===== config.mk =====
export PLATFORM = sky130hd
export DESIGN_NAME = mouse_counter_event_generator_unit
export DESIGN_NICKNAME = d
export VERILOG_FILES = /design/src/mceg_pkg.sv /design/src/mceg_front.sv /design/src/mceg_queue.sv /design/src/mceg_back.sv /design/src/mouse_counter_event_generator_unit.sv
export SDC_FILE = /design/constraint.sdc
export NUM_CORES = 1
export LEC_CHECK = 0
export BUFFER_PORTS_ARGS = -buffer_cell sky130_fd_sc_hd__buf_2
export CAP_MARGIN = 20
export CORE_ASPECT_RATIO = 1.1
export CORE_MARGIN = 2
export CORE_UTILIZATION = 35
export DETAILED_ROUTE_END_ITERATION = 7
export GPL_TIMING_DRIVEN = 1
export PLACE_DENSITY = 0.59
export RECOVER_POWER = 50
export SLEW_MARGIN = 0
export SYNTH_ARGS = -nofsm -noshare
export SYNTH_HDL_FRONTEND = slang
export SYNTH_SLANG_ARGS = --single-unit

===== constraint.sdc =====
create_clock -name clk -period 3.5 [get_ports clk]
set_input_delay 0.525 -clock clk [delete_from_list [all_inputs] [get_ports clk]]
set_output_delay 0.525 -clock clk [all_outputs]
set_load 0.005 [all_outputs]

===== src/mceg_pkg.sv =====
`timescale 1ns / 1ps

package mceg_pkg;

    // Default depth of the queue between front and back
    localparam int QueueDepth = 2;

    // Event kind codes
    localparam logic [1:0] KIND_DX   = 2'd0;
    localparam logic [1:0] KIND_DY   = 2'd1;
    localparam logic [1:0] KIND_DOWN = 2'd2;
    localparam logic [1:0] KIND_UP   = 2'd3;

    // Button ids carried in event_value
    localparam logic signed [7:0] BTN_ID_LEFT  = 8'sd0;
    localparam logic signed [7:0] BTN_ID_RIGHT = 8'sd1;

    // Bit positions in the pending event mask, in emission order
    localparam int EV_DX    = 0;
    localparam int EV_DY    = 1;
    localparam int EV_LEFT  = 2;
    localparam int EV_RIGHT = 3;
    localparam int EV_COUNT = 4;

    // One input beat
    typedef struct packed {
        logic [7:0] x_count;
        logic [7:0] y_count;
        logic       left_pin_n;
        logic       right_pin_n;
    } tick_t;

    // One output beat
    typedef struct packed {
        logic [1:0]        event_kind;
        logic signed [7:0] event_value;
        logic              last_event;
    } evt_t;

    // Classified tick, handed from front to back
    typedef struct packed {
        logic [7:0]          dx;
        logic [7:0]          dy;
        logic [EV_COUNT-1:0] mask;
        logic                left_down;
        logic                right_down;
    } work_t;

    // Queue write side as seen by the front
    typedef struct packed {
        logic  push;
        work_t data;
    } qwr_t;

    // Queue read side as seen by the back
    typedef struct packed {
        logic  empty;
        work_t data;
    } qrd_t;

endpackage


===== src/mceg_front.sv =====
`timescale 1ns / 1ps

module mceg_front
(
    input  logic               clk,
    input  logic               rst_n,
    input  logic               tick_valid,
    output logic               tick_stall,
    input  mceg_pkg::tick_t    tick,
    input  logic               full,
    output mceg_pkg::qwr_t     qwr
);

    logic [7:0] last_x_reg;
    logic [7:0] last_x_next;
    logic [7:0] last_y_reg;
    logic [7:0] last_y_next;
    logic [1:0] last_buttons_reg;
    logic [1:0] last_buttons_next;
    logic       primed_reg;
    logic       primed_next;

    logic                          accept;
    logic [1:0]                    buttons;
    logic [1:0]                    change;
    logic [7:0]                    dx;
    logic [7:0]                    dy;
    logic [mceg_pkg::EV_COUNT-1:0] mask;

    // Hold off the source while the queue has no room
    assign tick_stall = full;
    assign accept     = tick_valid && !full;

    // Classify the tick against the stored state
    always_comb
    begin
        buttons = {~tick.right_pin_n, ~tick.left_pin_n};
        change  = buttons ^ last_buttons_reg;
        dx      = tick.x_count - last_x_reg;
        dy      = tick.y_count - last_y_reg;
        mask    = '0;
        mask[mceg_pkg::EV_DX]    = (dx != 8'd0);
        mask[mceg_pkg::EV_DY]    = (dy != 8'd0);
        mask[mceg_pkg::EV_LEFT]  = change[0];
        mask[mceg_pkg::EV_RIGHT] = change[1];
    end

    // Push only ticks that cause at least one event
    always_comb
    begin
        qwr.push            = accept && primed_reg && (mask != '0);
        qwr.data.dx         = dx;
        qwr.data.dy         = dy;
        qwr.data.mask       = mask;
        qwr.data.left_down  = buttons[0];
        qwr.data.right_down = buttons[1];
    end

    // Capture the tick as the new reference
    always_comb
    begin
        last_x_next       = last_x_reg;
        last_y_next       = last_y_reg;
        last_buttons_next = last_buttons_reg;
        primed_next       = primed_reg;
        if (accept)
        begin
            last_x_next       = tick.x_count;
            last_y_next       = tick.y_count;
            last_buttons_next = buttons;
            primed_next       = 1'b1;
        end
    end

    always_ff @(posedge clk or negedge rst_n)
    begin
        if (!rst_n)
        begin
            last_x_reg       <= '0;
            last_y_reg       <= '0;
            last_buttons_reg <= '0;
            primed_reg       <= 1'b0;
        end
        else
        begin
            last_x_reg       <= last_x_next;
            last_y_reg       <= last_y_next;
            last_buttons_reg <= last_buttons_next;
            primed_reg       <= primed_next;
        end
    end

endmodule


===== src/mceg_queue.sv =====
`timescale 1ns / 1ps

module mceg_queue
#(
    parameter int DEPTH = mceg_pkg::QueueDepth
)
(
    input  logic           clk,
    input  logic           rst_n,
    input  mceg_pkg::qwr_t qwr,
    output logic           full,
    input  logic           pop,
    output mceg_pkg::qrd_t qrd
);

    localparam int PTR_W = (DEPTH > 1) ? $clog2(DEPTH) : 1;
    localparam int CNT_W = $clog2(DEPTH + 1);

    mceg_pkg::work_t slot_reg [DEPTH];

    logic [PTR_W-1:0] wr_ptr_reg;
    logic [PTR_W-1:0] wr_ptr_next;
    logic [PTR_W-1:0] rd_ptr_reg;
    logic [PTR_W-1:0] rd_ptr_next;
    logic [CNT_W-1:0] count_reg;
    logic [CNT_W-1:0] count_next;
    logic             do_push;
    logic             do_pop;

    assign full      = (count_reg == CNT_W'(DEPTH));
    assign qrd.empty = (count_reg == '0);
    assign qrd.data  = slot_reg[rd_ptr_reg];

    assign do_push = qwr.push && !full;
    assign do_pop  = pop && !qrd.empty;

    // Advance pointers with wrap at the depth
    always_comb
    begin
        wr_ptr_next = wr_ptr_reg;
        rd_ptr_next = rd_ptr_reg;
        count_next  = count_reg;
        if (do_push)
        begin
            wr_ptr_next = (wr_ptr_reg == PTR_W'(DEPTH - 1)) ? '0 : wr_ptr_reg + 1'b1;
        end
        if (do_pop)
        begin
            rd_ptr_next = (rd_ptr_reg == PTR_W'(DEPTH - 1)) ? '0 : rd_ptr_reg + 1'b1;
        end
        if (do_push && !do_pop)
        begin
            count_next = count_reg + 1'b1;
        end
        else if (do_pop && !do_push)
        begin
            count_next = count_reg - 1'b1;
        end
    end

    // Store the pushed descriptor
    always_ff @(posedge clk)
    begin
        if (do_push)
        begin
            slot_reg[wr_ptr_reg] <= qwr.data;
        end
    end

    always_ff @(posedge clk or negedge rst_n)
    begin
        if (!rst_n)
        begin
            wr_ptr_reg <= '0;
            rd_ptr_reg <= '0;
            count_reg  <= '0;
        end
        else
        begin
            wr_ptr_reg <= wr_ptr_next;
            rd_ptr_reg <= rd_ptr_next;
            count_reg  <= count_next;
        end
    end

endmodule


===== src/mceg_back.sv =====
`timescale 1ns / 1ps

module mceg_back
(
    input  logic           clk,
    input  logic           rst_n,
    input  mceg_pkg::qrd_t qrd,
    output logic           pop,
    output logic           evt_valid,
    input  logic           evt_stall,
    output mceg_pkg::evt_t evt
);

    mceg_pkg::work_t               work_reg;
    mceg_pkg::work_t               work_next;
    logic [mceg_pkg::EV_COUNT-1:0] rem_reg;
    logic [mceg_pkg::EV_COUNT-1:0] rem_next;
    logic                          out_valid_reg;
    logic                          out_valid_next;
    mceg_pkg::evt_t                evt_reg;
    mceg_pkg::evt_t                evt_next;

    logic                          advance;
    logic                          busy;
    logic                          emit;
    logic [mceg_pkg::EV_COUNT-1:0] sel;
    logic [mceg_pkg::EV_COUNT-1:0] rem_after;
    mceg_pkg::evt_t                cur;

    assign advance   = !out_valid_reg || !evt_stall;
    assign busy      = (rem_reg != '0);
    assign emit      = advance && busy;
    assign rem_after = rem_reg & ~sel;

    // Fetch the next descriptor as the current one runs out
    assign pop = !qrd.empty && (!busy || (emit && (rem_after == '0)));

    // Pick the earliest pending event and build its beat
    always_comb
    begin
        sel             = '0;
        cur.event_kind  = mceg_pkg::KIND_DX;
        cur.event_value = work_reg.dx;
        if (rem_reg[mceg_pkg::EV_DX])
        begin
            sel[mceg_pkg::EV_DX] = 1'b1;
        end
        else if (rem_reg[mceg_pkg::EV_DY])
        begin
            sel[mceg_pkg::EV_DY] = 1'b1;
            cur.event_kind       = mceg_pkg::KIND_DY;
            cur.event_value      = work_reg.dy;
        end
        else if (rem_reg[mceg_pkg::EV_LEFT])
        begin
            sel[mceg_pkg::EV_LEFT] = 1'b1;
            cur.event_kind  = work_reg.left_down ? mceg_pkg::KIND_DOWN : mceg_pkg::KIND_UP;
            cur.event_value = mceg_pkg::BTN_ID_LEFT;
        end
        else
        begin
            sel[mceg_pkg::EV_RIGHT] = 1'b1;
            cur.event_kind  = work_reg.right_down ? mceg_pkg::KIND_DOWN : mceg_pkg::KIND_UP;
            cur.event_value = mceg_pkg::BTN_ID_RIGHT;
        end
        cur.last_event = (rem_after == '0);
    end

    // Retire the emitted event and load new work
    always_comb
    begin
        work_next      = work_reg;
        rem_next       = rem_reg;
        out_valid_next = out_valid_reg;
        evt_next       = evt_reg;
        if (emit)
        begin
            rem_next = rem_after;
            evt_next = cur;
        end
        if (pop)
        begin
            work_next = qrd.data;
            rem_next  = qrd.data.mask;
        end
        if (advance)
        begin
            out_valid_next = emit;
        end
    end

    always_ff @(posedge clk)
    begin
        work_reg <= work_next;
        evt_reg  <= evt_next;
    end

    always_ff @(posedge clk or negedge rst_n)
    begin
        if (!rst_n)
        begin
            rem_reg       <= '0;
            out_valid_reg <= 1'b0;
        end
        else
        begin
            rem_reg       <= rem_next;
            out_valid_reg <= out_valid_next;
        end
    end

    assign evt_valid = out_valid_reg;
    assign evt       = evt_reg;

endmodule


===== src/mouse_counter_event_generator_unit.sv =====
`timescale 1ns / 1ps
// Channel   Direction  Handshake               Payload
// tick      in         tick_valid/tick_stall   mceg_pkg::tick_t
// evt       out        evt_valid/evt_stall     mceg_pkg::evt_t
//
// A tick is taken whenever the descriptor queue has room; the
// front classifies it and queues up to four pending events.
// The back emits one event per cycle from a registered output unless stalled,
// so a tick holds the back until its events (four at most) are out; the back
// sets the rate. First events pass the queue, work and output registers.
// Reset clears the stored counters, the queue and the output; the first tick
// after reset only seeds the stored values.
// An output stall holds the beat; the queue fills and then stalls the input.

module mouse_counter_event_generator_unit
#(
    parameter int QUEUE_DEPTH = mceg_pkg::QueueDepth
)
(
    input  logic            clk,
    input  logic            rst_n,
    input  logic            tick_valid,
    output logic            tick_stall,
    input  mceg_pkg::tick_t tick,
    output logic            evt_valid,
    input  logic            evt_stall,
    output mceg_pkg::evt_t  evt
);

    mceg_pkg::qwr_t qwr;
    mceg_pkg::qrd_t qrd;
    logic           full;
    logic           pop;

    mceg_front u_front
    (
        .clk        (clk),
        .rst_n      (rst_n),
        .tick_valid (tick_valid),
        .tick_stall (tick_stall),
        .tick       (tick),
        .full       (full),
        .qwr        (qwr)
    );

    mceg_queue
    #(
        .DEPTH (QUEUE_DEPTH)
    )
    u_queue
    (
        .clk   (clk),
        .rst_n (rst_n),
        .qwr   (qwr),
        .full  (full),
        .pop   (pop),
        .qrd   (qrd)
    );

    mceg_back u_back
    (
        .clk       (clk),
        .rst_n     (rst_n),
        .qrd       (qrd),
        .pop       (pop),
        .evt_valid (evt_valid),
        .evt_stall (evt_stall),
        .evt       (evt)
    );

endmodule


Yosys cells after proc, flatten, opt, wreduce, memory -nomap -nowiden

Memory sizes are Yosys's and may differ from the RTL's.
Index checks and enable logic that the tools add are counted.

Equality and inequality tests: 1
$add $sub $neg: 6
Bitwise operators: 5
Multiplexer cells: 19
Reduce and logical (&&, ||, !) cells: 28

Operators by type and width:

| kind                                             | count |
|---|---|
| 2-to-1 mux 9 bit                                 | 2 |
| nonzero test 8 bit                               | 2 |
| subtractor 8 bit                                 | 2 |
| logical AND 1 bit                                | 10 |
| 2-to-1 mux 1 bit                                 | 10 |
| 2-to-1 mux 4 bit                                 | 2 |
| 2-to-1 mux 8 bit                                 | 1 |
| nonzero test 4 bit                               | 2 |
| logical NOT 1 bit                                | 7 |
| 2-to-1 mux 2 bit                                 | 3 |
| AND 4 bit                                        | 1 |
| logical NOT 4 bit                                | 1 |
| NOT 4 bit                                        | 1 |
| nonzero test 2 bit                               | 2 |
| 2-to-1 mux 3 bit                                 | 1 |
| adder 1 bit, second input constant               | 2 |
| adder 2 x 1 -> 2 bit, second input constant      | 1 |
| == test 2 bit, second input constant             | 1 |
| logical NOT 2 bit                                | 1 |
| logical OR 1 bit                                 | 2 |
| NOT 1 bit                                        | 2 |
| OR reduction 2 bit                               | 1 |
| subtractor 2 x 1 -> 2 bit, second input constant | 1 |
| XOR 2 bit                                        | 1 |

Bits of input ports: 22
RAM bits: 44
Register bits: 57
Memories kept: 1

Memories:

| memory           | depth | bits a word | read ports | clocked after memory_dff | wr ports | RTL line         | source |
|---|---|---|---|---|---|---|---|
| u_queue.slot_reg | 2     | 22          | 1          | 0                        | 1        | mceg_queue.sv:19 | `mceg_pkg::work_t slot_reg [DEPTH];` |

Longest topological paths before layout

Depth after elaboration: 13
Mapped depth: 14
Depth with buffers taken out: 14

Hierarchy

From an unflattened synthesis, not the netlist that was laid out.

Cell total of the unflattened synthesis: 330
Area total of the unflattened synthesis: 4,559.4 sq um

By module, submodules not included:

| module     | sequential area each (sq um) | instances | area each (sq um) | cells each |
|---|---|---|---|---|
| mceg_queue | 1,421.4                      | 1         | 1,788.0           | 87 |
| mceg_front | 475.5                        | 1         | 1,437.6           | 161 |
| mceg_back  | 996.0                        | 1         | 1,333.8           | 82 |

Worst setup path before layout

OpenSTA, ideal clock, no wires.

Path kind: input -> register
Start point: input tick[10] (netlist name)
End point: memory u_queue.slot_reg[1][0] (netlist name) (enable)
Data arrival time: 3,307 ps
Path slack: -158 ps
Setup time: 351 ps
Required time: 3,149 ps
Stages on the path: 11
Buffers on the path: 0
Path through: inv_1 ha_1 inv_1 fa_1 a211oi_1 nor2_1 xor2_1 nor4_1 or4b_2 o41a_1 and2_1

RTL lines:

| item               | RTL line                                 | source |
|---|---|---|
| start: declaration | mouse_counter_event_generator_unit.sv:24 | `input mceg_pkg::tick_t tick,` |
| end: declaration   | mceg_queue.sv:19                         |  |

==> reports/results.tsv <==
stage	metric	value	unit
run_status	outcome	finished with violations	
run_status	failed_checks	capacitance limit, slew limit	
route	drtAntennaViolNets	0	
finish	largest_reg_flops	44	
yosys	async_flop_share	27.72	%
yosys	synth-edff-count	73	
critical_path	crit_path_max_incr_delay	0.52	ns
floorplan	dieArea	0.01361	sq mm
route	wire_per_inst	13.28	um
critical_path	crit_fanout	22	
sta	setup_violations	0	
power	clock_power_share	21.6	%
power	switching_share	31.07	%
floorplan	start_util	35.58	%
power	p_comb_share	32.9	%
cts	cts_root_buf	clkbuf_16	
yosys	ys.flop_type	edfxtp_1	
floorplan	io_pins	35	
yosys	synthMuxAreaShare	9.721	%
yosys	synth_fa_ha_area_share	5.354	%
finish	area_growth	17.81	%
sta	fmax	0.2970	GHz
sta	min_period	3.367	ns
critical_path	cp_slowest_cell	or4_4	
sta	worstMarginPinSlew	1.579	ns
placed_design	place_area	0.004868	sq mm
critical_path	arrival	3.40	ns
yosys	synth-xor-area-share	3.550	%
cts	htreeDepth	3	
yosys	synth_compound_area_share	6.903	%
route	drc	0	
grt	antenna_found_initial	0	
grt	grt-ovfl-total	0	
finish	stdcell_area	0.005231	sq mm
finish	antennaDiodeCount	0	
cts	clockBufferDepth	2	
critical_path	r2r_start	u_front.last_y_reg[0]	
floorplan	core	0.01248	sq mm
yosys	synth_cell_types	40	
cts	clkTransAtPathRegs	0.07	ns
route	wirelength	6.986	mm
route	dr_total_vias	2462	
placed_design	portBuffers	34	
grt	gr-usage-all-layers	10.79	%
yosys	synth-seq-cells	101	
flow_run	cap_violations	1	
sta	fin_crit_sh	96.21	%
power	power_leakage	2.028	nW
critical_path	path_common_cell	or4_4	
grt	grt_pass1_vias	2334	
cts	insertion_delay	0.34	ns
cts	numCtsBuffers	9	
sta	fin_hold_ws	0.4347	ns
critical_path	cp-end-kind	flip-flop	
yosys	synth-simple-area-share	6.453	%
route	viasPerCell	4.681	
finish	layout.nets	403	
sta	maxSlewHeadroom	-5.280	%
sta	rsz0062_at_grt	false	
sta	maxSlewViolCount	29	
critical_path	critPathBufInv	1	
yosys	synth_fp_nets	354	
hold_path	hp-start	tick[5]	
power	vdd_ir_drop_max	0.3061	mV
grt	grt_pass1_wl	11.43	mm
floorplan	row_count	43	
yosys	synth_area_per_cell	14.10	sq um
floorplan	die_w	111.4	um
cts	cts_tree	built	
critical_path	startpoint	u_front.last_y_reg[0]	
placed_design	hpwl	4.924	mm
power	p_int	3.463	mW
placed_design	place_congestion	0.7398	
finish	utilization	41.91	%
power	seq_power_share	45.5	%
finish	fin_cells	526	
critical_path	required	3.54	ns
yosys	syn-cell-area	0.004441	sq mm
finish	drive_gt1_share	26.02	%
sta	skew	0.005842	ns
yosys	synth_top_family_by_area	multiplexers	
critical_path	critical_path.cell_chain	ha_2, inv_1, fa_2, nand2b_4, or4_4, or4_4, o41a_1, and2_2	
power	p_sw	1.561	mW
finish	final_common_cell	edfxtp_1	
hold_path	hold_path_class	input pin to flip-flop	
cts	clock-sinks	101	
yosys	yosys_warnings	0	
floorplan	dieHeight	122.1	um
critical_path	path_class	flip-flop to flip-flop	
placed_design	placed_cells	507	
yosys	postSynthCellCount	315	
finish	final_cell_mix	edfxtp_1, mux2_2, dfrtp_1	
power	power_per_cell_area	960.4	mW/mm^2
critical_path	startpoint_type	flip-flop	
route	drtIter0Drc	68	
critical_path	crit_family	simple AND/OR/NAND/NOR gates	
route	first_pass_iters	4	
yosys	ys_seq_area_share	65.15	%
sta	finalHoldViolCount	0	
grt	grt_max_degree	29	
==> power groups by stage <==
stage	logic [mW]	clock network, mW	registers [mW]
2_1_floorplan	1.22	0	2.19
3_3_place_gp	1.61	0	2.31
3_5_place_dp	1.63	0	2.32
4_1_cts	1.65	1.12	2.29
5_1_grt	1.86	1.15	2.35
6_report	1.65	1.08	2.29
==> layer usage <==
metal | vias up | part of all wire [%] | routed length [um] | global-route usage [%]
li1 | 1234 | - | - | -
met1 | 1184 | 47 | 3303 | 13.42
met2 | 34 | 47 | 3299 | 17.68
met3 | 10 | 3.6 | 251 | 2.587
met4 | 0 | 1.9 | 131 | 5.556
met5 | - | 0 | 0 | 0
==> synthesized netlist by cell type (2+ instances only) <==
library cell  instances  area share [%]
ha_1                 15             4.2
nor2b_1               5            0.70
edfxtp_1             73              49
nand2_1              14             1.2
nor2_1               17             1.4
or3_1                 3            0.42
nor4_1                2            0.28
xnor2_1               7             1.4
fa_1                  2            0.90
inv_1                23             1.9
nor3_1                3            0.34
dfrtp_1              28              16
and2_1                2            0.28
or4_1                 2            0.34
a22o_1                7             1.4
o21ai_0              16             1.8
clkbuf_1             10            0.85
nand2b_1              8             1.1
xor2_1               11             2.2
a21oi_1              10             1.1
mux2_2               33             8.4
mux2i_1               6             1.4
==> timing repair <==
item	4_1_cts	5_1_grt
setup endpoints to repair	0	36
hold buffers	0	0
buffers inserted	0	2
resized for setup	0	7
==> worst paths after layout <==
kind / end / slack (ns) / depth (start not counted)
setup reg to reg: u_queue.slot_reg[1][8] / 0.13 / 8
hold / removal: u_front.last_y_reg[3] / 0.43 / 2
hold reg to reg: u_front.primed_reg / 0.45 / 2
max in group asynchronous: u_front.last_y_reg[3] / 2.01 / 1
min in group asynchronous: u_front.primed_reg / 0.56 / 1
setup / recovery: u_queue.slot_reg[1][8] / 0.13 / 8
==> metrics by stage <==
step | power, mW | setup TNS (ns) | worst slack [ns]
2_1_floorplan | 3.404 | 0 | 0.05845
4_1_cts | 5.060 | 0 | 0.08732
5_1_grt | 5.362 | 0 | 0.01114
3_3_place_gp | 3.921 | -7.950 | -0.1929
6_report | 5.024 | 0 | 0.1326
3_5_place_dp | 3.950 | -9.574 | -0.2277
==> layout make-up <==
| cell class | instances | area (sq um) |
|---|---|---|
| clock buffers | 9 | 225.2 |
| clock inverters | 7 | 103.9 |
| fillers | 1166 | 7251 |
| inverters | 23 | 86.33 |
| multi-input cells | 180 | 1458 |
| flip-flops and latches | 101 | 2893 |
| well taps | 157 | 196.4 |
| repair buffers | 49 | 269.0 |
==> worst reg2reg max path: cells and delay by family, from the launching register on <==
kind	cells	cell delay [ns]
AO/OA/AOI/OAI	1	0.48
AND/OR/NAND/NOR	4	1.50
adder cells (fa/ha/maj)	2	0.63
buffers and inverters	1	0.06
flip-flops	1	0.38
==> cells by family after synthesis <==
logic type / after synthesis
DFF: 101
and+or+nand+nor: 58
AOI/OAI and AO/OA: 47
muxes: 39
buffers and inverters: 34
xor gates and xnor gates: 18
adders and majority gates: 18
Power figures use the tool's default switching activity.
